$ cat src/deq_pkg.sv
package deq_pkg;

    typedef logic signed [31:0] word_t;

    typedef enum logic [2:0] {
        OP_INS_FRONT = 3'd0,
        OP_INS_REAR  = 3'd1,
        OP_LIST      = 3'd2,
        OP_REM_FRONT = 3'd3,
        OP_REM_REAR  = 3'd4
    } cmd_op_t;

    typedef enum logic [2:0] {
        ST_INSERTED = 3'd0,
        ST_REMOVED  = 3'd1,
        ST_EMPTY    = 3'd2,
        ST_FULL     = 3'd3,
        ST_LISTED   = 3'd4
    } status_t;

    typedef struct packed {
        cmd_op_t op;
        word_t   value;
    } cmd_t;

    localparam int CMDQ_DEPTH = 2;

endpackage

$ cat src/deq_if.sv
interface deq_in_if;
    import deq_pkg::*;

    logic        valid;
    logic        ready;
    logic [2:0]  action;
    word_t       value;

    modport source (output valid, output action, output value, input ready);
    modport sink (input valid, input action, input value, output ready);
endinterface

interface deq_out_if;
    import deq_pkg::*;

    logic        valid;
    logic        ready;
    logic [2:0]  status;
    word_t       value_res;
    logic        last;

    modport source (output valid, output status, output value_res, output last, input ready);
    modport sink (input valid, input status, input value_res, input last, output ready);
endinterface

$ cat src/deq_front.sv
module deq_front
    import deq_pkg::*;
(
    input  logic     clk,
    input  logic     rst_n,
    deq_in_if.sink   req,
    output cmd_t     cmd,
    output logic     cmd_valid,
    input  logic     cmd_ready
);

    localparam int PTR_W = $clog2(CMDQ_DEPTH);
    localparam int CNT_W = $clog2(CMDQ_DEPTH + 1);

    cmd_t             q_mem [CMDQ_DEPTH];
    logic [PTR_W-1:0] wp_reg, wp_next;
    logic [PTR_W-1:0] rp_reg, rp_next;
    logic [CNT_W-1:0] cnt_reg, cnt_next;
    logic             push;
    logic             pop;
    logic             act_ok;

    // unused action codes are taken and dropped
    assign act_ok    = (req.action <= 3'(OP_REM_REAR));
    assign req.ready = (cnt_reg != CNT_W'(CMDQ_DEPTH));
    assign push      = req.valid && req.ready && act_ok;
    assign cmd_valid = (cnt_reg != '0);
    assign pop       = cmd_valid && cmd_ready;
    assign cmd       = q_mem[rp_reg];

    always_comb
    begin
        wp_next  = wp_reg;
        rp_next  = rp_reg;
        cnt_next = cnt_reg;
        if (push)
        begin
            wp_next = (wp_reg == PTR_W'(CMDQ_DEPTH - 1)) ? '0 : wp_reg + 1'b1;
        end
        if (pop)
        begin
            rp_next = (rp_reg == PTR_W'(CMDQ_DEPTH - 1)) ? '0 : rp_reg + 1'b1;
        end
        if (push && !pop)
        begin
            cnt_next = cnt_reg + 1'b1;
        end
        else if (pop && !push)
        begin
            cnt_next = cnt_reg - 1'b1;
        end
    end

    always_ff @(posedge clk or negedge rst_n)
    begin
        if (!rst_n)
        begin
            wp_reg  <= '0;
            rp_reg  <= '0;
            cnt_reg <= '0;
        end
        else
        begin
            wp_reg  <= wp_next;
            rp_reg  <= rp_next;
            cnt_reg <= cnt_next;
        end
    end

    always_ff @(posedge clk)
    begin
        if (push)
        begin
            q_mem[wp_reg] <= '{op: cmd_op_t'(req.action), value: req.value};
        end
    end

endmodule

$ cat src/deq_back.sv
module deq_back
    import deq_pkg::*;
#(
    parameter int DEPTH = 16
)
(
    input  logic     clk,
    input  logic     rst_n,
    input  cmd_t     cmd,
    input  logic     cmd_valid,
    output logic     cmd_ready,
    deq_out_if.source rsp
);

    localparam int IDX_W = $clog2(DEPTH);
    localparam int CNT_W = $clog2(DEPTH + 1);

    typedef enum logic [1:0] {
        S_IDLE,
        S_REM,
        S_LIST
    } state_t;

    state_t           state_reg, state_next;
    logic [IDX_W-1:0] head_reg, head_next;
    logic [CNT_W-1:0] count_reg, count_next;
    logic [IDX_W-1:0] pos_reg, pos_next;
    logic [IDX_W-1:0] rem_reg, rem_next;
    logic             out_valid_reg, out_valid_next;
    status_t          out_status_reg, out_status_next;
    word_t            out_value_reg, out_value_next;
    logic             out_last_reg, out_last_next;

    word_t            mem [DEPTH];
    word_t            rd_data_reg;
    logic             rd_en;
    logic [IDX_W-1:0] rd_addr;
    logic             wr_en;
    logic [IDX_W-1:0] wr_addr;

    logic             out_free;
    logic             out_load;
    logic             take;
    logic             is_empty;
    logic             is_full;

    function automatic logic [IDX_W-1:0] add_mod(input logic [IDX_W-1:0] a,
                                                 input logic [CNT_W-1:0] b);
        logic [CNT_W:0] s;
        s = (CNT_W+1)'(a) + (CNT_W+1)'(b);
        if (s >= (CNT_W+1)'(DEPTH))
        begin
            s = s - (CNT_W+1)'(DEPTH);
        end
        return s[IDX_W-1:0];
    endfunction

    function automatic logic [IDX_W-1:0] inc_mod(input logic [IDX_W-1:0] a);
        return (a == IDX_W'(DEPTH - 1)) ? '0 : a + 1'b1;
    endfunction

    assign out_free  = !out_valid_reg || rsp.ready;
    assign cmd_ready = (state_reg == S_IDLE) && out_free;
    assign take      = cmd_valid && cmd_ready;
    assign is_empty  = (count_reg == '0);
    assign is_full   = (count_reg == CNT_W'(DEPTH));

    assign rsp.valid     = out_valid_reg;
    assign rsp.status    = out_status_reg;
    assign rsp.value_res = out_value_reg;
    assign rsp.last      = out_last_reg;

    always_comb
    begin
        state_next      = state_reg;
        head_next       = head_reg;
        count_next      = count_reg;
        pos_next        = pos_reg;
        rem_next        = rem_reg;
        out_load        = 1'b0;
        out_status_next = out_status_reg;
        out_value_next  = out_value_reg;
        out_last_next   = 1'b1;
        rd_en           = 1'b0;
        rd_addr         = head_reg;
        wr_en           = 1'b0;
        wr_addr         = head_reg;

        case (state_reg)
            S_IDLE:
            begin
                if (take)
                begin
                    case (cmd.op)
                        OP_INS_FRONT, OP_INS_REAR:
                        begin
                            out_load       = 1'b1;
                            out_value_next = '0;
                            if (is_full)
                            begin
                                out_status_next = ST_FULL;
                            end
                            else
                            begin
                                out_status_next = ST_INSERTED;
                                wr_en           = 1'b1;
                                count_next      = count_reg + 1'b1;
                                if (cmd.op == OP_INS_FRONT)
                                begin
                                    head_next = (head_reg == '0) ? IDX_W'(DEPTH - 1)
                                                                 : head_reg - 1'b1;
                                    wr_addr   = head_next;
                                end
                                else
                                begin
                                    wr_addr = add_mod(head_reg, count_reg);
                                end
                            end
                        end
                        OP_LIST:
                        begin
                            if (is_empty)
                            begin
                                out_load        = 1'b1;
                                out_status_next = ST_EMPTY;
                                out_value_next  = '0;
                            end
                            else
                            begin
                                rd_en      = 1'b1;
                                rd_addr    = head_reg;
                                pos_next   = inc_mod(head_reg);
                                rem_next   = IDX_W'(count_reg - 1'b1);
                                state_next = S_LIST;
                            end
                        end
                        OP_REM_FRONT, OP_REM_REAR:
                        begin
                            if (is_empty)
                            begin
                                out_load        = 1'b1;
                                out_status_next = ST_EMPTY;
                                out_value_next  = '0;
                            end
                            else
                            begin
                                rd_en      = 1'b1;
                                count_next = count_reg - 1'b1;
                                state_next = S_REM;
                                if (cmd.op == OP_REM_FRONT)
                                begin
                                    rd_addr   = head_reg;
                                    head_next = inc_mod(head_reg);
                                end
                                else
                                begin
                                    rd_addr = add_mod(head_reg, count_reg - 1'b1);
                                end
                            end
                        end
                        default:
                        begin
                            state_next = S_IDLE;
                        end
                    endcase
                end
            end
            S_REM:
            begin
                if (out_free)
                begin
                    out_load        = 1'b1;
                    out_status_next = ST_REMOVED;
                    out_value_next  = rd_data_reg;
                    state_next      = S_IDLE;
                end
            end
            S_LIST:
            begin
                if (out_free)
                begin
                    out_load        = 1'b1;
                    out_status_next = ST_LISTED;
                    out_value_next  = rd_data_reg;
                    out_last_next   = (rem_reg == '0);
                    if (rem_reg == '0)
                    begin
                        state_next = S_IDLE;
                    end
                    else
                    begin
                        rd_en    = 1'b1;
                        rd_addr  = pos_reg;
                        pos_next = inc_mod(pos_reg);
                        rem_next = rem_reg - 1'b1;
                    end
                end
            end
            default:
            begin
                state_next = S_IDLE;
            end
        endcase

        if (out_load)
        begin
            out_valid_next = 1'b1;
        end
        else
        begin
            out_valid_next = out_valid_reg && !rsp.ready;
            out_last_next  = out_last_reg;
        end
    end

    always_ff @(posedge clk or negedge rst_n)
    begin
        if (!rst_n)
        begin
            state_reg      <= S_IDLE;
            head_reg       <= '0;
            count_reg      <= '0;
            pos_reg        <= '0;
            rem_reg        <= '0;
            out_valid_reg  <= 1'b0;
            out_status_reg <= ST_INSERTED;
            out_value_reg  <= '0;
            out_last_reg   <= 1'b0;
        end
        else
        begin
            state_reg      <= state_next;
            head_reg       <= head_next;
            count_reg      <= count_next;
            pos_reg        <= pos_next;
            rem_reg        <= rem_next;
            out_valid_reg  <= out_valid_next;
            out_status_reg <= out_status_next;
            out_value_reg  <= out_value_next;
            out_last_reg   <= out_last_next;
        end
    end

    always_ff @(posedge clk)
    begin
        if (wr_en)
        begin
            mem[wr_addr] <= cmd.value;
        end
        if (rd_en)
        begin
            rd_data_reg <= mem[rd_addr];
        end
    end

endmodule

$ cat src/double_ended_queue.sv
// An insert or an empty answer passes through the command queue and the output register;
// a removal also passes through the registered ring read before the output register.
// The back end takes no new command while a removal or a listing is in progress, as the
// ring has a single read port; a 2-entry command queue lets input run ahead.
// Reset (rst_n, async, active low): queue empty, head at 0, no result pending.
module double_ended_queue
    import deq_pkg::*;
#(
    parameter int DEPTH = 16
)
(
    input  logic       clk,
    input  logic       rst_n,
    deq_in_if.sink     req,
    deq_out_if.source  rsp
);

    cmd_t cmd;
    logic cmd_valid;
    logic cmd_ready;

    deq_front u_front (
        .clk       (clk),
        .rst_n     (rst_n),
        .req       (req),
        .cmd       (cmd),
        .cmd_valid (cmd_valid),
        .cmd_ready (cmd_ready)
    );

    deq_back #(
        .DEPTH (DEPTH)
    ) u_back (
        .clk       (clk),
        .rst_n     (rst_n),
        .cmd       (cmd),
        .cmd_valid (cmd_valid),
        .cmd_ready (cmd_ready),
        .rsp       (rsp)
    );

endmodule
$ cat src/flat_wrapper.sv
// flat-port wrapper written by rule: the top's interface ports become plain ports
module double_ended_queue_flat import deq_pkg::*;
#(
    parameter int DEPTH = 16
)
  (clk, rst_n, req_valid, req_action, req_value, req_ready, rsp_valid, rsp_status, rsp_value_res, rsp_last, rsp_ready);
  deq_in_if req_i ();
  deq_out_if rsp_i ();
  input  logic clk;
  input  logic rst_n;
  input wire logic [$bits(req_i.valid)-1:0] req_valid;
  input wire logic [$bits(req_i.action)-1:0] req_action;
  input wire logic [$bits(req_i.value)-1:0] req_value;
  output wire logic [$bits(req_i.ready)-1:0] req_ready;
  output wire logic [$bits(rsp_i.valid)-1:0] rsp_valid;
  output wire logic [$bits(rsp_i.status)-1:0] rsp_status;
  output wire logic [$bits(rsp_i.value_res)-1:0] rsp_value_res;
  output wire logic [$bits(rsp_i.last)-1:0] rsp_last;
  input wire logic [$bits(rsp_i.ready)-1:0] rsp_ready;
  assign req_i.valid = req_valid;
  assign req_i.action = req_action;
  assign req_i.value = req_value;
  assign req_ready = req_i.ready;
  assign rsp_valid = rsp_i.valid;
  assign rsp_status = rsp_i.status;
  assign rsp_value_res = rsp_i.value_res;
  assign rsp_last = rsp_i.last;
  assign rsp_i.ready = rsp_ready;
  double_ended_queue #(.DEPTH(DEPTH)) u_core (.clk(clk), .rst_n(rst_n), .req(req_i), .rsp(rsp_i));
endmodule
$ cat config.mk
export PLATFORM = sky130hd
export DESIGN_NAME = double_ended_queue_flat
export DESIGN_NICKNAME = d
export VERILOG_FILES = /design/src/deq_pkg.sv /design/src/deq_if.sv /design/src/deq_front.sv /design/src/deq_back.sv /design/src/double_ended_queue.sv /design/src/flat_wrapper.sv
export SDC_FILE = /design/constraint.sdc
export NUM_CORES = 1
export LEC_CHECK = 0
export BUFFER_PORTS_ARGS = -buffer_cell sky130_fd_sc_hd__buf_4
export CAP_MARGIN = 20
export CORE_ASPECT_RATIO = 0.9
export CORE_MARGIN = 2
export CORE_UTILIZATION = 30
export DETAILED_ROUTE_END_ITERATION = 10
export HOLD_SLACK_MARGIN = 0.05
export PLACE_DENSITY = 0.46
export SLEW_MARGIN = 25
export SYNTH_ARGS = -nofsm -noshare
export SYNTH_HDL_FRONTEND = slang
export SYNTH_SLANG_ARGS = --single-unit
$ cat constraint.sdc
create_clock -name clk -period 11.9 [get_ports clk]
set_clock_uncertainty 0.15 [all_clocks]
set_input_delay 0 -clock clk [delete_from_list [all_inputs] [get_ports clk]]
set_output_delay 0 -clock clk [all_outputs]
set_load 0.005 [all_outputs]
# [Yosys cells after proc, flatten, opt, wreduce, memory -nomap -nowiden]
# Memory sizes are Yosys's and may differ from the RTL's. A register that Yosys moved wholly into a read port is not among the register bits.
# Index checks and enable logic that the tools add are counted.
[totals] ram_bits=582 elab_cells=174 mem_count=2 output_inout_bits=38 register_bits=60
[mem_list] memory="u_core.u_back.mem" depth=16 word_bits=32 rd=1 rd_ports_with_merged_regs=1 wr=1 line_no="deq_back.sv:34" text="word_t mem [DEPTH];"
[mem_list] memory="u_core.u_front.q_mem" depth=2 word_bits=35 rd=1 rd_ports_with_merged_regs=0 wr=1 line_no="deq_front.sv:15" text="cmd_t q_mem [CMDQ_DEPTH];"
[classes] n_lt_le_gt_ge=3 eq_ne=27 n_addsub=14 n_reduce_logical=33 n_mux=83
[ops] op="$pmux W32 S2" n=2
[ops] op="$mux W4" n=30
[ops] op="$mux W32" n=3
[ops] op="$pmux W4 S2" n=4
[ops] op="$ne A2 B2 Y1 const B" n=11
[ops] op="$mux W1" n=21
[ops] op="$mux W2" n=9
[ops] op="$sub A4 B1 Y4 const B" n=4
[ops] op="$reduce_and A7 Y1" n=2
[ops] op="$add A4 B5 Y6" n=2
[ops] op="$ge A6 B5 Y1 const B" n=2
[ops] op="$mux W3" n=4
[ops] op="$pmux W2 S3" n=2
[ops] op="$reduce_and A6 Y1" n=2
[ops] op="$mux W5" n=2
[ops] op="$pmux W5 S2" n=1
[ops] op="$reduce_and A5 Y1" n=2
[ops] op="$reduce_bool A2 Y1" n=5
[ops] op="$ne A3 B3 Y1 const B" n=3
[ops] op="$pmux W3 S3" n=1
[ops] op="$add A4 B1 Y4 const B" n=2
[ops] op="$eq A4 B4 Y1 const B" n=2
[ops] op="$logic_not A4 Y1" n=2
[ops] op="$logic_and A1 B1 Y1" n=7
[ops] op="24 further kinds" n=35

# [Logic depth before layout (Yosys ltp)]
[logic_depth] depth_word=9 depth_mapped=14 depth_no_buf=11

# [Hierarchy]
# From an unflattened synthesis, not the netlist that was laid out.
[hier_totals] cells_unflattened=1931 hier_area_um2=27654.0
[by_module_without_submodules] module="deq_back" cells_each=1802 area_per_inst_um2=24771.3 seq_area_each_um2=17737.0 n_inst=1
[by_module_without_submodules] module="deq_front" cells_each=129 area_per_inst_um2=2882.8 seq_area_each_um2=2202.1 n_inst=1

# [Least setup slack after synthesis]
# OpenSTA, ideal clock, no wires.
[synth_timing] path_type="flip-flop to flip-flop" startpoint="reg u_core.u_back.state_reg[0]" endpoint="mem u_core.u_back.mem[11][0] (netlist bit) (enable)" slack_ns=7.714 synth_period_minus_slack_ns=4.186 t_arrival_ns=3.615 setup_time_ns=0.421 path_buffers=1 stages_incl_launch_ff=11 path_cell_list="dfrtp_1 > inv_1 > ha_1 > and3_1 > buf_2 > inv_2 > nor3_1 > o21ai_0 > a32o_1 > or2_2 > nor2_1"
[synth_via] elab_chain_len=7
[synth_lines] element="from (decl)" line_no="deq_back.sv:24" text="state_t state_reg, state_next;"
[synth_lines] element="from (signal assigned)" line_no="deq_back.sv:232" text="state_reg <= state_next;"
[synth_lines] element="$logic_not A2 Y1 (*)" line_no="deq_back.sv:63, deq_back.sv:89"
[synth_lines] element="$logic_and A1 B1 Y1" line_no="deq_back.sv:63" text="assign cmd_ready = (state_reg == S_IDLE) && out_free;"
[synth_lines] element="$logic_and A1 B1 Y1" line_no="deq_back.sv:64" text="assign take = cmd_valid && cmd_ready;"
[synth_lines] element="$mux W1" line_no="deq_back.sv:92" text="if (take)"
[synth_lines] element="$mux W1" line_no="deq_back.sv:89" text="case (state_reg)"
[synth_lines] element="$mux W1" line_no="deq_back.sv:246" text="if (wr_en)"
[synth_lines] element="$mux W1 (not written as such)" line_no="deq_back.sv:248" text="mem[wr_addr] <= cmd.value;"
[synth_lines] element="to (decl)" line_no="deq_back.sv:34"
# Every way passes the cells marked *; elsewhere a longest branch is shown, timed or not.

# [Worst setup path in the final report]
[layout_timing] startpoint="reg u_core.u_front.rp_reg" endpoint="reg u_core.u_back.rd_data_reg[5], read port of u_core.u_back.mem, data pin"
[layout_via] elab_chain_len=7
[layout_lines] element="from (decl)" line_no="deq_front.sv:17" text="logic [PTR_W-1:0] rp_reg, rp_next;"
[layout_lines] element="from (signal assigned)" line_no="deq_front.sv:65" text="rp_reg <= rp_next;"
[layout_lines] element="$mem_v2 Z2 W35 (*)"
[layout_lines] element="$eq A3 B2 Y1" line_no="deq_back.sv:94, deq_back.sv:150"
[layout_lines] element="$mux W4" line_no="deq_back.sv:150" text="if (cmd.op == OP_REM_FRONT)"
[layout_lines] element="$mux W4" line_no="deq_back.sv:139" text="if (is_empty)"
[layout_lines] element="$mux W4"
[layout_lines] element="$mux W4" line_no="deq_back.sv:92"
[layout_lines] element="$pmux W4 S2" line_no="deq_back.sv:89"
[layout_lines] element="to (decl)" line_no="deq_back.sv:35" text="word_t rd_data_reg;"
# Marked as above.
# A chain may end at the register's enable or synchronous reset.

==> summary.txt <==
Status: finished clean
Synth unique cells: 65
Worst R2R Start: u_core.u_front.rp_reg$_DFFE_PN0N_
Reg2Reg Depth: 11
Min-Delay Path Class: in2reg
P per Cell Area: 285.1 nW/um^2
Cells after Synth: 1780
Drt pass-1 iters: 4
Final Instance Area: 32560 um^2
Simple-Gate Fraction of Synth Area: 0.07825
Complex-gate fraction of the synthesized area: 0.09969
PortBufs: 76
Clock latency on the worst-skew pair: 0.64 ns
ANT nets after route: 0
Mean Syn Cell Area: 15.41 um^2
Fmax: 177.2 MHz
Die ar.: 93850 um^2
Largest registers: u_core.u_back.mem (512), u_core.u_front.q_mem (70)
Max FFs per register: 512
Initial antenna violation count: 4
WP data arrival: 5.85 ns
Commonest non-fill, non-tap cell in the layout: edfxtp_1
Synthesis Warnings: 0
Post-Route WL: 74810 um
Fraction of layout instances using a drive strength above 1: 0.1507
Top-area cell type share of the netlist area: 0.6723
Hold path cells: 4
CP peak stage delay: 0.86 ns
Core area: 90910 um^2
Hold EP: u_core.u_front.wp_reg$_DFFE_PN0P_
Kind of critical path: reg2reg
CP Capture Type: flip-flop
Critical path cell sequence: buf_4 -> mux2i_2 -> nand4_1 -> o31a_2 -> buf_4 -> nand2_8 -> buf_16 -> buf_4 -> mux2i_1 -> a2111oi_0 -> or4_1
Comb pwr share: 0.403
Post-place setup slack: 6.152 ns
Half-perimeter wire length after placement: 37320 um
Mapped Nets: 1840
Final hold violation count: 0
Slew Limit Fails: 0
Area grow syn2layout: 18.72%
Register area share after synthesis: 0.7271
Total CTS buffers: 72
Congestion Overflow GR: 0
Setup TNS Final: 0 ns
First-pass GRT wire length: 110200 um
#FFs+latches synth: 674
Most used cell, CP: buf_4
# setup viols final: 0
Crit path from: u_core.u_front.rp_reg$_DFFE_PN0N_
Synth async-reset ratio: 0.08902
Final WS setup: 6.255 ns
Drt wl/cell: 23.35 um
Worst Hold Slack: 0.1790 ns
CTS clk-pin slew, worst paths: 0.06 ns
DRC: 0
CP max stage cell: buf_4
Crit-path max FO: 79
Setup crit start kind: flip-flop
Max VDD drop: 289.2 uV
Leading area contributor after synthesis: edfxtp_1
Vias in the first global route: 16282
H-tree Lvls: 3
Post-synthesis xor/xnor area fraction: 0.006068
DIE HEIGHT: 290.8 um
Most flops, register: u_core.u_back.mem
Leak: 11.27 nW
Mux contribution to synthesized area: 0.05548
Rows: 105
Area contributors post-synth: edfxtp_1, dfrtp_1, mux2i_1
Synthesized cell area: 27420 um^2
Drt via density: 5.085
P_int: 0.005652 W
Clock tree from TritonCTS: done
Post-synth EDFFs: 614
Largest net degree at the start of global routing: 171
Net Sw Frac: 0.3912
Largest family of logic cells by synthesized area: compound AO/OA/AOI/OAI gates
CTS Buffer Depth: 3
Via Count: 16293
Die outline width: 322.7 um
Met2 usage: 0.2439
Peak-usage layer in the global routing report: met2
Initial drt markers: 1586
Adder-Cell Fraction of Synth Area: 0.01013
GR met1 Demand/Resource: 0.2309
CTS resizes: 0
Sw power: 0.003631 W
GRT met3 Usage: 0.03136
Clock share of power: 0.237
RSZ-0062 raised after global routing: false
Tightest Pin Transition: 1.057 ns
Cell Area, Placed: 29460 um^2
Minimum clock period: 5.645 ns
Initial Util: 0.3017
Commonest non-fill, non-tap cells in the layout: edfxtp_1, nand2_1, and3_1, a211oi_1, buf_4
Worst reg-to-reg setup slack: 6.26 ns
Worst R2R End: u_core.u_back.rd_data_reg[5]$_DFFE_PP_
Tcrit/Tclk final: 0.4743
Sequential power share: 0.360
Clock root buffer: clkbuf_16
Nets: 1972
Post-synth top flop: edfxtp_1
CTS Sinks: 674
Hold_sp: req_valid
Final RePlAce weighted congestion: 0.7978
Gr usage total: 0.1589
IO Pins: 77
Max-capacitance violation count: 0
Slew HR: 0.2953
Worst EP required: 12.10 ns
[kinds of logic (layout without fill, tap and decap cells)]
logic type	Yosys count	count (layout)
xor gates and xnor gates	19	19
muxes	143	143
and+or+nand+nor	412	412
AOI/OAI and AO/OA	361	361
DFF	674	674
buffers and inverters	150	341
adders and majority gates	21	21
other	0	3
[worst max-delay path, delay by kind of cell (launching register included)]
| family | cells | cell delay [ns] |
|---|---|---|
| AO/OA/AOI/OAI | 2 | 0.48 |
| AND/OR/NAND/NOR | 3 | 1.14 |
| multiplexers | 2 | 0.73 |
| flip-flops | 1 | 0.63 |
| buffers and inverters | 4 | 2.05 |
[area by class of cell]
cell class | instances | area (um^2)
Sequential cell | 674 | 19940
Multi-Input combinational cell | 956 | 7038
Fill cell | 8736 | 58350
Timing Repair Buffer | 191 | 1672
Antenna cell | 3 | 7.507
Clock buffer | 93 | 1963
Tap cell | 1230 | 1539
Clock inverter | 40 | 335.3
Inverter | 17 | 63.81
[power by group through the flow]
| stage | clock network [W] | registers, W | logic, W |
|---|---|---|---|
| after floorplan | 0 | 0.00332 | 0.00246 |
| after global placement | 0 | 0.00339 | 0.00371 |
| after detailed placement | 0 | 0.00339 | 0.00375 |
| after CTS | 0.00225 | 0.00335 | 0.00379 |
| after global routing | 0.00235 | 0.00338 | 0.00410 |
| final | 0.00220 | 0.00334 | 0.00374 |
[per-layer routing]
layer / routed length (um) / vias up
met5: 0 / -
met4: 1385 / 0
met3: 4300 / 100
met2: 33650 / 473
met1: 35480 / 8336
li1: - / 7384
[synth_stat cells, drive strengths merged (4+ instances only)]
cell type / number
xnor2: 13
nor3: 8
nand4: 5
a21oi: 16
a211oi: 127
or2: 5
or4: 31
a22oi: 4
xor2: 6
inv: 17
o21ai: 56
a21o: 4
mux2i: 101
ha: 19
and3: 130
nand2b: 4
mux2: 39
buf: 46
dfrtp: 60
a311oi: 32
nand2: 161
edfxtp: 614
nor2: 38
nand3: 14
a2111oi: 93
a31oi: 4
clkbuf: 87
[worst max-delay path by stage]
stage                                                   to  slack [ns]  depth (start not counted)
floorplan               u_core.u_back.mem[11][0]$_DFFE_PP_        7.71                         10
global placement    u_core.u_back.rd_data_reg[1]$_DFFE_PP_        6.22                         10
detailed placement  u_core.u_back.rd_data_reg[5]$_DFFE_PP_        6.15                         10
CTS                 u_core.u_back.rd_data_reg[5]$_DFFE_PP_        6.13                         10
global route        u_core.u_back.rd_data_reg[4]$_DFFE_PP_        5.91                         11
finish              u_core.u_back.rd_data_reg[5]$_DFFE_PP_        6.26                         11
[stage by stage]
stage          std cells  total power, W    util
3_5_place_dp        2992        0.007147  0.3240
5_1_grt             3201        0.009820  0.3581
6_report            3204        0.009283  0.3581
3_3_place_gp        2992        0.007097  0.3240
2_1_floorplan       1780        0.005778       -
4_1_cts             3200        0.009383  0.3577
[timing repair]
action                    in CTS  in global routing
setup buffers                  0                  0
hold buffers                  75                  0
hold endpoints to repair     134                  0
No activity file was read; power rests on OpenSTA's default activity.
